$ cat src/rtl/morse_key_pulse_width_transmitter_defines.svh
// Assertion macros for the Morse key pulse-width transmitter.
`ifndef MORSE_KEY_PULSE_WIDTH_TRANSMITTER_DEFINES_SVH
`define MORSE_KEY_PULSE_WIDTH_TRANSMITTER_DEFINES_SVH

`ifndef ASSERT_OFF
// Property must hold at every clock edge outside reset.
`define MKPWT_ASSERT_ALWAYS(lbl, clk_s, rstn_s, prop) \
    lbl: assert property (@(posedge clk_s) disable iff (!rstn_s) (prop)) \
        else $error("invariant violated");
// Antecedent true implies consequent true in the same cycle.
`define MKPWT_ASSERT_IMPLY(lbl, clk_s, rstn_s, ante, cons) \
    lbl: assert property (@(posedge clk_s) disable iff (!rstn_s) (ante) |-> (cons)) \
        else $error("implication violated");
`else
`define MKPWT_ASSERT_ALWAYS(lbl, clk_s, rstn_s, prop)
`define MKPWT_ASSERT_IMPLY(lbl, clk_s, rstn_s, ante, cons)
`endif

`endif

$ cat src/rtl/mkpwt_pkg.sv
package mkpwt_pkg;

    localparam int TIME_W     = 32;
    localparam int DUTY_W     = 8;
    localparam int HELD_W     = 5;
    localparam int MS_W       = 16;
    localparam int CFG_IDX_W  = 3;
    localparam int CFG_DATA_W = 16;

    typedef logic [TIME_W-1:0]     time_t;
    typedef logic [DUTY_W-1:0]     duty_t;
    typedef logic [MS_W-1:0]       ms_t;
    typedef logic [CFG_IDX_W-1:0]  cfg_idx_t;
    typedef logic [CFG_DATA_W-1:0] cfg_data_t;

    // Configuration register indexes
    localparam cfg_idx_t REG_DOT_MAX   = 3'd0;
    localparam cfg_idx_t REG_IDLE_GAP  = 3'd1;
    localparam cfg_idx_t REG_SYM_PER   = 3'd2;
    localparam cfg_idx_t REG_START     = 3'd3;
    localparam cfg_idx_t REG_DOT_CODE  = 3'd4;
    localparam cfg_idx_t REG_DASH_CODE = 3'd5;
    localparam cfg_idx_t REG_END_CODE  = 3'd6;
    localparam cfg_idx_t REG_EMPTY     = 3'd7;

    // Reset values of the configuration registers
    localparam ms_t   RST_DOT_MAX   = 16'd250;
    localparam ms_t   RST_IDLE_GAP  = 16'd1000;
    localparam ms_t   RST_SYM_PER   = 16'd50;
    localparam duty_t RST_START     = 8'd50;
    localparam duty_t RST_DOT_CODE  = 8'd150;
    localparam duty_t RST_DASH_CODE = 8'd200;
    localparam duty_t RST_END_CODE  = 8'd100;
    localparam duty_t RST_EMPTY     = 8'd250;

    localparam duty_t DUTY_OFF = 8'd0;

endpackage

$ cat src/rtl/morse_key_pulse_width_transmitter.sv
// Channel  | Handshake                | Payload
// ---------+--------------------------+--------------------------------------------
// in       | in_valid / in_ready      | button_pressed
// out      | out_valid / out_ready    | duty_value, duty_updated, busy_sending,
//          |                          | symbols_held
// cfg      | cfg_we (no wait)         | cfg_index, cfg_data
//
// One word in, one word out, one cycle per word: the whole tick update is a
// single pass of logic from the accepted word into the state and result registers.
// A new word is taken every cycle while the result register is empty or drained.
// Stalls on out_ready back up into in_ready through the single result register.
// Asynchronous active-low reset returns the tick state and out_valid to zero and
// the configuration registers to their documented defaults; the result payload is not reset.

`include "morse_key_pulse_width_transmitter_defines.svh"

module morse_key_pulse_width_transmitter
    import mkpwt_pkg::*;
#(
    parameter int MAX_SYMBOLS = 16
)
(
    input  logic                  clk,
    input  logic                  rst_n,

    input  logic                  in_valid,
    output logic                  in_ready,
    input  logic                  button_pressed,

    output logic                  out_valid,
    input  logic                  out_ready,
    output logic [DUTY_W-1:0]     duty_value,
    output logic                  duty_updated,
    output logic                  busy_sending,
    output logic [HELD_W-1:0]     symbols_held,

    input  logic                  cfg_we,
    input  logic [CFG_IDX_W-1:0]  cfg_index,
    input  logic [CFG_DATA_W-1:0] cfg_data
);

    // Count holds 0..MAX_SYMBOLS; position runs one past the count for the end code.
    localparam int CNT_W = $clog2(MAX_SYMBOLS + 1);
    localparam int POS_W = $clog2(MAX_SYMBOLS + 2);
    localparam int IDX_W = (MAX_SYMBOLS > 1) ? $clog2(MAX_SYMBOLS) : 1;

    typedef logic [MAX_SYMBOLS-1:0] sym_t;
    typedef logic [CNT_W-1:0]       cnt_t;
    typedef logic [POS_W-1:0]       pos_t;

    // ------------------------------------------------------------------
    // Configuration registers
    // ------------------------------------------------------------------
    ms_t   dot_max_reg;
    ms_t   idle_gap_reg;
    ms_t   sym_per_reg;
    duty_t start_code_reg;
    duty_t dot_code_reg;
    duty_t dash_code_reg;
    duty_t end_code_reg;
    duty_t empty_code_reg;

    always_ff @(posedge clk or negedge rst_n)
    begin
        if (!rst_n)
        begin
            dot_max_reg    <= RST_DOT_MAX;
            idle_gap_reg   <= RST_IDLE_GAP;
            sym_per_reg    <= RST_SYM_PER;
            start_code_reg <= RST_START;
            dot_code_reg   <= RST_DOT_CODE;
            dash_code_reg  <= RST_DASH_CODE;
            end_code_reg   <= RST_END_CODE;
            empty_code_reg <= RST_EMPTY;
        end
        else if (cfg_we)
        begin
            unique case (cfg_index)
                REG_DOT_MAX:   dot_max_reg    <= cfg_data;
                REG_IDLE_GAP:  idle_gap_reg   <= cfg_data;
                REG_SYM_PER:   sym_per_reg    <= cfg_data;
                REG_START:     start_code_reg <= cfg_data[DUTY_W-1:0];
                REG_DOT_CODE:  dot_code_reg   <= cfg_data[DUTY_W-1:0];
                REG_DASH_CODE: dash_code_reg  <= cfg_data[DUTY_W-1:0];
                REG_END_CODE:  end_code_reg   <= cfg_data[DUTY_W-1:0];
                REG_EMPTY:     empty_code_reg <= cfg_data[DUTY_W-1:0];
                default:       ;
            endcase
        end
    end

    // ------------------------------------------------------------------
    // Tick state
    // ------------------------------------------------------------------
    time_t tick_reg,       tick_next;
    time_t press_reg,      press_next;
    time_t release_reg,    release_next;
    time_t last_send_reg,  last_send_next;
    logic  key_down_reg,   key_down_next;
    sym_t  bits_reg,       bits_next;
    cnt_t  count_reg,      count_next;
    pos_t  pos_reg,        pos_next;
    logic  sending_reg,    sending_next;
    logic  gap_reg,        gap_next;
    duty_t duty_reg,       duty_next;
    logic  updated_next;

    // Result register
    logic  out_valid_reg,  out_valid_next;
    duty_t res_duty_reg;
    logic  res_upd_reg;
    logic  res_busy_reg;
    cnt_t  res_held_reg;

    logic  accept;
    time_t held;
    logic  is_dash;
    pos_t  count_ext;
    pos_t  sh_full;
    logic  cur_bit;

    // Hold the result until taken; accept alongside a draining result.
    assign in_ready = !out_valid_reg || out_ready;
    assign accept   = in_valid && in_ready;

    always_comb
    begin
        tick_next      = tick_reg + TIME_W'(1);
        press_next     = press_reg;
        release_next   = release_reg;
        last_send_next = last_send_reg;
        key_down_next  = key_down_reg;
        bits_next      = bits_reg;
        count_next     = count_reg;
        pos_next       = pos_reg;
        sending_next   = sending_reg;
        gap_next       = gap_reg;
        duty_next      = duty_reg;
        updated_next   = 1'b0;

        held    = tick_next - press_reg;
        is_dash = held > TIME_W'(dot_max_reg);

        // Key edges: note the press, classify on release.
        if (button_pressed && !key_down_reg)
        begin
            key_down_next = 1'b1;
            press_next    = tick_next;
        end
        else if (!button_pressed && key_down_reg)
        begin
            key_down_next = 1'b0;
            release_next  = tick_next;
            if (count_reg < CNT_W'(MAX_SYMBOLS))
            begin
                bits_next  = (bits_reg << 1) | sym_t'(is_dash);
                count_next = count_reg + CNT_W'(1);
            end
        end

        // Oldest symbol sits at the top of the held run.
        count_ext = POS_W'(count_next);
        sh_full   = count_ext - pos_reg - POS_W'(1);
        cur_bit   = bits_next[sh_full[IDX_W-1:0]];

        // Frame sequencer: start after the idle gap, then one update per period.
        if ((count_next != '0) && !sending_reg)
        begin
            if ((tick_next - release_next) >= TIME_W'(idle_gap_reg))
            begin
                sending_next   = 1'b1;
                pos_next       = '0;
                duty_next      = start_code_reg;
                updated_next   = 1'b1;
                last_send_next = tick_next;
            end
        end
        else if (sending_reg)
        begin
            if ((tick_next - last_send_reg) >= TIME_W'(sym_per_reg))
            begin
                last_send_next = tick_next;
                updated_next   = 1'b1;
                if (gap_reg)
                begin
                    duty_next = empty_code_reg;
                    gap_next  = 1'b0;
                end
                else if (pos_reg < count_ext)
                begin
                    duty_next = cur_bit ? dash_code_reg : dot_code_reg;
                    pos_next  = pos_reg + POS_W'(1);
                    gap_next  = 1'b1;
                end
                else if (pos_reg == count_ext)
                begin
                    duty_next = end_code_reg;
                    pos_next  = pos_reg + POS_W'(1);
                end
                else
                begin
                    // Drop the line and clear the store.
                    duty_next    = DUTY_OFF;
                    bits_next    = '0;
                    count_next   = '0;
                    sending_next = 1'b0;
                end
            end
        end

        out_valid_next = accept || (out_valid_reg && !out_ready);
    end

    always_ff @(posedge clk or negedge rst_n)
    begin
        if (!rst_n)
        begin
            tick_reg      <= '0;
            press_reg     <= '0;
            release_reg   <= '0;
            last_send_reg <= '0;
            key_down_reg  <= 1'b0;
            bits_reg      <= '0;
            count_reg     <= '0;
            pos_reg       <= '0;
            sending_reg   <= 1'b0;
            gap_reg       <= 1'b0;
            duty_reg      <= DUTY_OFF;
            out_valid_reg <= 1'b0;
        end
        else
        begin
            out_valid_reg <= out_valid_next;
            if (accept)
            begin
                tick_reg      <= tick_next;
                press_reg     <= press_next;
                release_reg   <= release_next;
                last_send_reg <= last_send_next;
                key_down_reg  <= key_down_next;
                bits_reg      <= bits_next;
                count_reg     <= count_next;
                pos_reg       <= pos_next;
                sending_reg   <= sending_next;
                gap_reg       <= gap_next;
                duty_reg      <= duty_next;
            end
        end
    end

    // Result payload: load on accept only.
    always_ff @(posedge clk)
    begin
        if (accept)
        begin
            res_duty_reg <= duty_next;
            res_upd_reg  <= updated_next;
            res_busy_reg <= sending_next;
            res_held_reg <= count_next;
        end
    end

    assign out_valid    = out_valid_reg;
    assign duty_value   = res_duty_reg;
    assign duty_updated = res_upd_reg;
    assign busy_sending = res_busy_reg;
    assign symbols_held = HELD_W'(res_held_reg);

    // ------------------------------------------------------------------
    // Assertions
    // ------------------------------------------------------------------
    `MKPWT_ASSERT_ALWAYS(a_count_bound, clk, rst_n, count_reg <= CNT_W'(MAX_SYMBOLS))
    `MKPWT_ASSERT_IMPLY(a_gap_in_frame, clk, rst_n, !sending_reg, !gap_reg)
    `MKPWT_ASSERT_IMPLY(a_pos_bound, clk, rst_n, sending_reg, pos_reg <= POS_W'(count_reg) + POS_W'(1))

endmodule

$ cat config.mk
export PLATFORM = sky130hd
export DESIGN_NAME = morse_key_pulse_width_transmitter
export DESIGN_NICKNAME = d
export VERILOG_FILES = /design/src/rtl/mkpwt_pkg.sv /design/src/rtl/morse_key_pulse_width_transmitter.sv
export VERILOG_INCLUDE_DIRS = /design/src /design/src/rtl
export SDC_FILE = /design/constraint.sdc
export NUM_CORES = 1
export LEC_CHECK = 0
export BUFFER_PORTS_ARGS = -buffer_cell sky130_fd_sc_hd__buf_2
export CAP_MARGIN = 0
export CORE_MARGIN = 2
export CORE_UTILIZATION = 40
export CTS_BUF_LIST = sky130_fd_sc_hd__clkbuf_4 sky130_fd_sc_hd__clkbuf_8 sky130_fd_sc_hd__clkbuf_16
export CTS_CLUSTER_DIAMETER = 40
export DETAILED_ROUTE_END_ITERATION = 8
export SLEW_MARGIN = 40
export SYNTH_ARGS = -nofsm -noshare
export SYNTH_HDL_FRONTEND = slang
export SYNTH_SLANG_ARGS = --single-unit
$ cat constraint.sdc
create_clock -name clk -period 7.2 [get_ports clk]
set_clock_uncertainty 0.05 [all_clocks]
set_input_delay 0.72 -clock clk [delete_from_list [all_inputs] [get_ports clk]]
set_output_delay 0.72 -clock clk [all_outputs]
set_load 0.05 [all_outputs]
==> key figures, run 1 <==
Logic synthesis
  – Synth warnings: 0
  – Synth Area in Compound Gates: 21.7%
  – XOR/XNOR Fraction of Synth Area: 5.37%
  – Predominant post-synthesis flop cell: dfrtp_1
  – #FFs+latches synth: 269
  – EDFF count, synth: 15
  – Syn nets: 2449
  – Synth Area in Adders: 10.3%
  – Top cell type's share of synthesized area: 28.3%
  – Asr flop ratio synth: 94.4%
  – Simple-gate share of the synthesized area: 17.7%
  – Dominant cells by area after synthesis: dfrtp_1, ha_1, nand2_1
  – Most common cell in the netlist: nand2_1
  – Multiplexer share of the synthesized area: 4.00%
  – Count of cell types in the netlist: 95
  – Netlist Area Pre-Place: 19400 µm²
  – Post-synthesis sequential area ratio: 35.3%
  – Largest family of logic cells by synthesized area: compound AO/OA/AOI/OAI gates
  – Avg Synthesized Cell Area: 8.57 µm²
  – Synth area leader: dfrtp_1
  – Synth top cells by count: nand2_1, dfrtp_1, inv_1
  – Syn Inst Count: 2267

Outcome
  – Outcome: finished, final reports clean

Clock network
  – Clk pin slew, worst setup/hold paths: 0.06 ns
  – H-tree levels: 2
  – Insertion delay to the later sink of the worst-skew pair: 0.62 ns
  – Total CTS buffers: 49
  – Clock Sinks: 269
  – CTS root buf: clkbuf_16
  – CTS tree: done
  – Clock tree buffer depth: 3

Worst setup path
  – Critical path type: flip-flop to flip-flop
  – Worst setup EP type: flip-flop
  – Path depth of the worst reg2reg path: 23
  – Required @ worst endpoint: 7.50 ns
  – Critical R2R Launch: tick_reg[2]
  – Setup slack, reg-to-reg: 0.41 ns
  – Worst-path fanout max: 8
  – Crit Reg-Reg Endpoint: duty_value[3]
  – Startpoint Class: flip-flop
  – CP Data Arrival Time: 7.09 ns

Route
  – DRT antenna net count: 0
  – Final WL: 55800 µm
  – Via density: 5.68
  – DR WL/cell: 18.8 µm
  – DR pass1 iterations: 6
  – Via count: 16800
  – Residual DRC: 0
  – 1st-iter DRT viols: 1218

Cells and area
  – Area grow syn2layout: 15.0%
  – Diodes inserted: 0
  – Fill count: 4643
  – Final Cell Area: 22300 µm²
  – Share of layout cells above drive strength 1: 14.2%
  – Nets: 2489

Worst hold path
  – Hold Crit Depth: 2
  – Min-delay worst type: input pin to flip-flop
  – Min-delay src: in_valid
  – Hold path endpoint: out_valid

Timing
  – Max transition margin: 39.3%
  – WHS: 0.325 ns
  – Least-Margin Pin Slew: 0.908 ns
  – Final Cycle Share: 94.3%
  – Setup violators final: 0
  – Fmax: 147 MHz
  – Setup TNS Final: 0 ns
  – Min Tclk post-route: 6.79 ns
  – Max-slew violation count: 0
  – Final hold vios: 0

GRT
  – Met3 usage: 2.73%
  – Global-route wire length before repair: 87900 µm
  – All-Layer GR Usage: 21.9%
  – Initial antenna violation count: 0
  – Met2 GRT Util: 34.3%
  – GR Util met1: 32.1%
  – Most Crowded Layer GR: met2
  – Pin count of the biggest net entering global routing: 99
  – Number of global-route vias before repair: 15600
  – GRT overflow: 0

Floorplan
  – Core footprint: 47800 µm²
  – # IOs: 42
  – Chip Height: 224 µm
  – Die footprint: 50300 µm²
  – Die Wd: 224 µm
  – Initial core utilization: 40.6%
  – Row Count: 80

Power and ir drop
  – Worst VDD drop: 0.000376 V
  – Pwr Density: 478 nW/µm²
  – Leak: 9.92 nW
  – Power Total: 0.0107 W

Place
  – Gpl congestion: 0.942
  – # port buffers: 41
  – Placed Area: 20400 µm²
  – DP HPWL: 41500 µm

Job
  – Max-cap violations: 0
[cell usage in the layout (no fill, tap or decap), types with 13 or more instances in the layout]
cell       instances
nand2_1          245
dfrtp_1          220
inv_1            186
o21ai_0          173
a21oi_1          158
ha_1             149
nor2_1           147
xnor2_1           68
nand3_1           66
clkbuf_16         51
mux2_2            49
buf_4             46
xor2_1            43
buf_2             41
nor3_1            40
o21a_1            36
nand4_1           36
dfstp_2           34
a21o_1            33
o21ai_1           33
nand2b_1          32
o211ai_1          29
a211oi_1          22
or3_1             20
nor2b_1           18
mux2i_1           18
and3_1            16
a22o_1            15
edfxtp_1          15
and2_1            14
a31oi_1           13
o221ai_1          13
[final cells by class]
cell class	instances	area (µm²)	area share [%]
multi-input combinational	1708	11600	52.1
sequential	269	6850	30.7
clock buffer	58	1350	6.03
tap	615	769	3.44
inverter	187	703	3.15
timing repair buffer	92	651	2.91
clock inverter	33	393	1.76
[worst max-delay path by stage]
stage	from	endpoint	slack, ns	cells after the start
finish	tick_reg[2]	duty_value[3]	0.41	23
global route	tick_reg[2]	duty_value[3]	-0.0002	23
CTS	tick_reg[0]	duty_value[3]	0.009	24
detailed placement	tick_reg[0]	duty_value[3]	-0.26	24
global placement	tick_reg[0]	duty_value[4]	-0.16	21
floorplan	tick_reg[0]	duty_value[0]	1.08	25
[critical path, cell delays in order (launching register included)]
cell and delay, ns:
dfrtp_1 0.43, nand3_2 0.14, or3_1 0.41, nor2_1 0.21, and3_1 0.29, nand3_1 0.22, xnor2_2 0.28, inv_1 0.15
ha_2 0.45, nand4_1 0.14, o221a_2 0.33, a21boi_1 0.16, xnor2_1 0.15, ha_1 0.31, a21oi_1 0.21, o2111ai_1 0.15
a221o_1 0.31, a32o_1 0.24, a2111oi_2 0.37, and4_1 0.30, nand4b_1 0.21, a211o_2 0.49, a32oi_1 0.31, o221ai_1 0.17
[metal layers]
layer  wire [µm]  share of wire, %  vias to the layer above
met2       25000                45                      397
met5           0                 0                        -
met4        1180               2.1                        0
met1       27000                48                     8158
li1            -                 -                     8203
met3        2570               4.6                       79
[cells by family (layout without fill, tap and decap cells)]
| family | count (synthesis) | count (layout) |
|---|---|---|
| AND/OR/NAND/NOR | 707 | 707 |
| adder cells (fa/ha/maj) | 157 | 157 |
| multiplexers | 70 | 70 |
| AO/OA/AOI/OAI | 658 | 658 |
| buffers and inverters | 290 | 370 |
| XOR/XNOR | 116 | 116 |
| flip-flops | 269 | 269 |
[metrics by stage]
stage / util [%] / instances / setup WS, ns
2_1_floorplan: - / 2267 / 1.08
3_3_place_gp: 42.6 / 2866 / -0.160
3_5_place_dp: 42.7 / 2868 / -0.264
4_1_cts: 46.4 / 2959 / 0.00917
5_1_grt: 46.7 / 2962 / -0.000245
6_report: 46.7 / 2962 / 0.409
[power by group]
part | leakage, nW | switching (W) | internal, W | total, W
clock | 0.854 | 0.000888 | 0.00151 | 0.00240
sequential | 3.31 | 0.000202 | 0.00195 | 0.00215
combinational | 5.76 | 0.00372 | 0.00241 | 0.00613
[repair_timing]
item                                    4_1_cts  5_1_grt
hold endpoints to repair                      0       24
hold buffers                                  0        1
setup buffers                                 0        1
gates resized for setup                       2       26
gates cloned                                  0        0
pin swaps                                     1        1
endpoints found under the setup margin       16       83
Power figures use the tool's default switching activity.
==> run 2: changes to the inputs <==
Settings changed: BUFFER_PORTS_ARGS -buffer_cell sky130_fd_sc_hd__buf_2 to -buffer_cell sky130_fd_sc_hd__buf_4, CORE_ASPECT_RATIO set to 1.1, CORE_MARGIN 2 to 4.
==> run 2 against run 1 <==
Worst hold slack worse by 0.34 ns; the run now ends with hold timing left; sequential cell count stayed put; critical path depth is 1 higher; total power is 1.9% higher; final cell count is 0.84% higher; utilization is 0.45 points higher; maximum frequency is 2.1% lower; clock power is 9.2% higher.
==> key figures, run 2 (synthesis results as in run 1) <==
Cells and area
  – Most frequent cells in the layout: nand2_1, dfrtp_1, inv_1, o21ai_0, a21oi_1 (unchanged)
  – Share of layout cells above drive strength 1: 13.9% (was 14.2%)
  – Most common cell after layout, fill and taps aside: nand2_1 (unchanged)
  – Layout Utilization: 47.2% (was 46.7%)
  – Post-route insts no fill: 2987 (was 2962)
  – Final Cell Area: 22600 µm² (was 22300 µm²)
  – Nets: 2481 (was 2489)
  – Diodes inserted: 0 (unchanged)
  – Fill count: 4686 (was 4643)
  – Area grow syn2layout: 16.3% (was 15.0%)

Outcome
  – Outcome: finished with violations (was finished, final reports clean)
  – Failing checks: hold timing

Timing
  – Min Tclk post-route: 6.94 ns (was 6.79 ns)
  – Final Cycle Share: 96.4% (was 94.3%)
  – Fmax: 144 MHz (was 147 MHz)
  – Worst Slack Setup Final: 0.261 ns (was 0.409 ns)
  – Setup violators final: 0 (unchanged)
  – Least-Margin Pin Slew: 0.853 ns (was 0.908 ns)
  – Max transition margin: 42.6% (was 39.3%)
  – Final hold vios: 2 (was 0)
  – Max-slew violation count: 0 (unchanged)
  – WHS: -0.0113 ns (was 0.325 ns)
  – Setup TNS Final: 0 ns (unchanged)

Clock network
  – Post_cts resized: 0 (was 2)
  – Clock tree buffer depth: 3 (unchanged)
  – Total CTS buffers: 52 (was 49)
  – Insertion delay to the later sink of the worst-skew pair: 0.59 ns (was 0.62 ns)
  – CTS root buf: clkbuf_16 (unchanged)
  – Hold Buf Count CTS: 0 (unchanged)
  – Clk pin slew, worst setup/hold paths: 0.05 ns (was 0.06 ns)
  – Clock Sinks: 269 (unchanged)
  – H-tree levels: 2 (unchanged)
  – Setup Buffers After CTS: 0 (unchanged)
  – CTS tree: done (unchanged)

Place
  – DP HPWL: 41800 µm (was 41500 µm)
  – Gpl congestion: 0.925 (was 0.942)
  – Placed Area: 20500 µm² (was 20400 µm²)
  – Placed cells: 2889 (was 2868)
  – # port buffers: 41 (unchanged)
  – Dpl ws: 0.0446 ns (was -0.264 ns)

Floorplan
  – Core footprint: 47900 µm² (was 47800 µm²)
  – Row Count: 84 (was 80)
  – Die Wd: 218 µm (was 224 µm)
  – # IOs: 42 (unchanged)
  – Initial core utilization: 40.5% (was 40.6%)
  – Chip Height: 239 µm (was 224 µm)
  – Die footprint: 52200 µm² (was 50300 µm²)

Worst setup path
  – Worst-path fanout max: 11 (was 8)
  – Worst setup EP type: flip-flop (unchanged)
  – Critical path type: flip-flop to flip-flop (unchanged)
  – Startpoint Class: flip-flop (unchanged)
  – Required @ worst endpoint: 7.47 ns (was 7.50 ns)
  – CP Data Arrival Time: 7.21 ns (was 7.09 ns)

Route
  – 1st-iter DRT viols: 1071 (was 1218)
  – DR WL/cell: 18.9 µm (was 18.8 µm)
  – Residual DRC: 0 (unchanged)
  – Met2 WL: 27600 µm (was 25000 µm)
  – DR pass1 iterations: 7 (was 6)
  – Final WL: 56400 µm (was 55800 µm)
  – WL met1: 24400 µm (was 27000 µm)
  – DRT antenna net count: 0 (unchanged)
  – Met3 wire length: 2450 µm (was 2570 µm)
  – Via density: 5.63 (was 5.68)
  – Via count: 16800 (about the same)
  – Top sig layer: met4 (unchanged)

GRT
  – Pin count of the biggest net entering global routing: 102 (was 99)
  – Global-route wire length before repair: 89800 µm (was 87900 µm)
  – All-Layer GR Usage: 21.4% (was 21.9%)
  – Number of global-route vias before repair: 16400 (was 15600)
  – GRT overflow: 0 (unchanged)
  – Initial antenna violation count: 0 (unchanged)

Worst hold path
  – Min-delay worst type: input pin to async pin (was input pin to flip-flop)

Job
  – Max-cap violations: 0 (unchanged)

Power and ir drop
  – Pwr Density: 482 nW/µm² (was 478 nW/µm²)
  – Leak: 9.97 nW (was 9.92 nW)
  – Worst VDD drop: 0.000260 V (was 0.000376 V)
[run 2: layer usage]
layer,vias up,track usage (%)
li1,8204,-
met1,8107,27.2
met2,398,37.2
met3,109,3.17
met4,0,7.43
met5,-,0
[run 2: area by class of cell]
| cell class | count | area [µm²] | area share [%] |
|---|---|---|---|
| clock inverters | 42 | 573 | 2.54 |
| clock buffers | 55 | 1330 | 5.89 |
| well taps | 645 | 807 | 3.57 |
| flip-flops and latches | 269 | 6850 | 30.3 |
| multi-input cells | 1708 | 11600 | 51.5 |
| inverters | 187 | 702 | 3.11 |
| repair buffers | 81 | 701 | 3.10 |
[run 2: where the power goes]
part	internal, W	total, W	switching, W	leakage, nW
Combinational	0.00245	0.00610	0.00365	5.74
Sequential	0.00195	0.00216	0.000211	3.31
Clock	0.00170	0.00262	0.000926	0.918
Total	0.00610	0.0109	0.00479	9.97
[run 2: metrics by stage]
stage	hold WS (ns)	total power, W
after floorplan	0.374	0.00660
after global placement	0.413	0.00806
after global routing	0.000100	0.0118
final	-0.0113	0.0109
after CTS	0.126	0.0109
after detailed placement	0.422	0.00815
[run 2: critical path, cell delays in order (launching register included)]
cell,delay [ns]
dfrtp_1,0.44
nand3_2,0.16
or3_1,0.40
nor2_1,0.24
and3_1,0.29
nand3_1,0.20
xnor2_1,0.18
buf_4,0.15
inv_1,0.17
ha_1,0.31
a211o_1,0.31
a2111oi_4,0.34
a21oi_1,0.13
xor2_1,0.17
ha_1,0.23
a2111oi_1,0.42
o2111ai_1,0.20
or4_1,0.45
a2111oi_0,0.39
nand4_1,0.20
nor4_4,0.40
buf_4,0.23
nor2_2,0.14
a32oi_1,0.27
o221ai_1,0.17
[run 2: path summary, 6_finish.rpt]
check	endpoint	cells past startpoint	from	slack, ns
max	duty_value[4]	24	tick_reg[2]	0.26
min	release_reg[27]	1	rst_n	-0.01
max reg2reg	duty_value[4]	24	tick_reg[2]	0.26
min reg2reg	release_reg[20]	2	release_reg[20]	0.43
max in group asynchronous	dot_max_reg[9]	3	rst_n	5.85
min in group clk	out_valid	2	in_valid	0.29
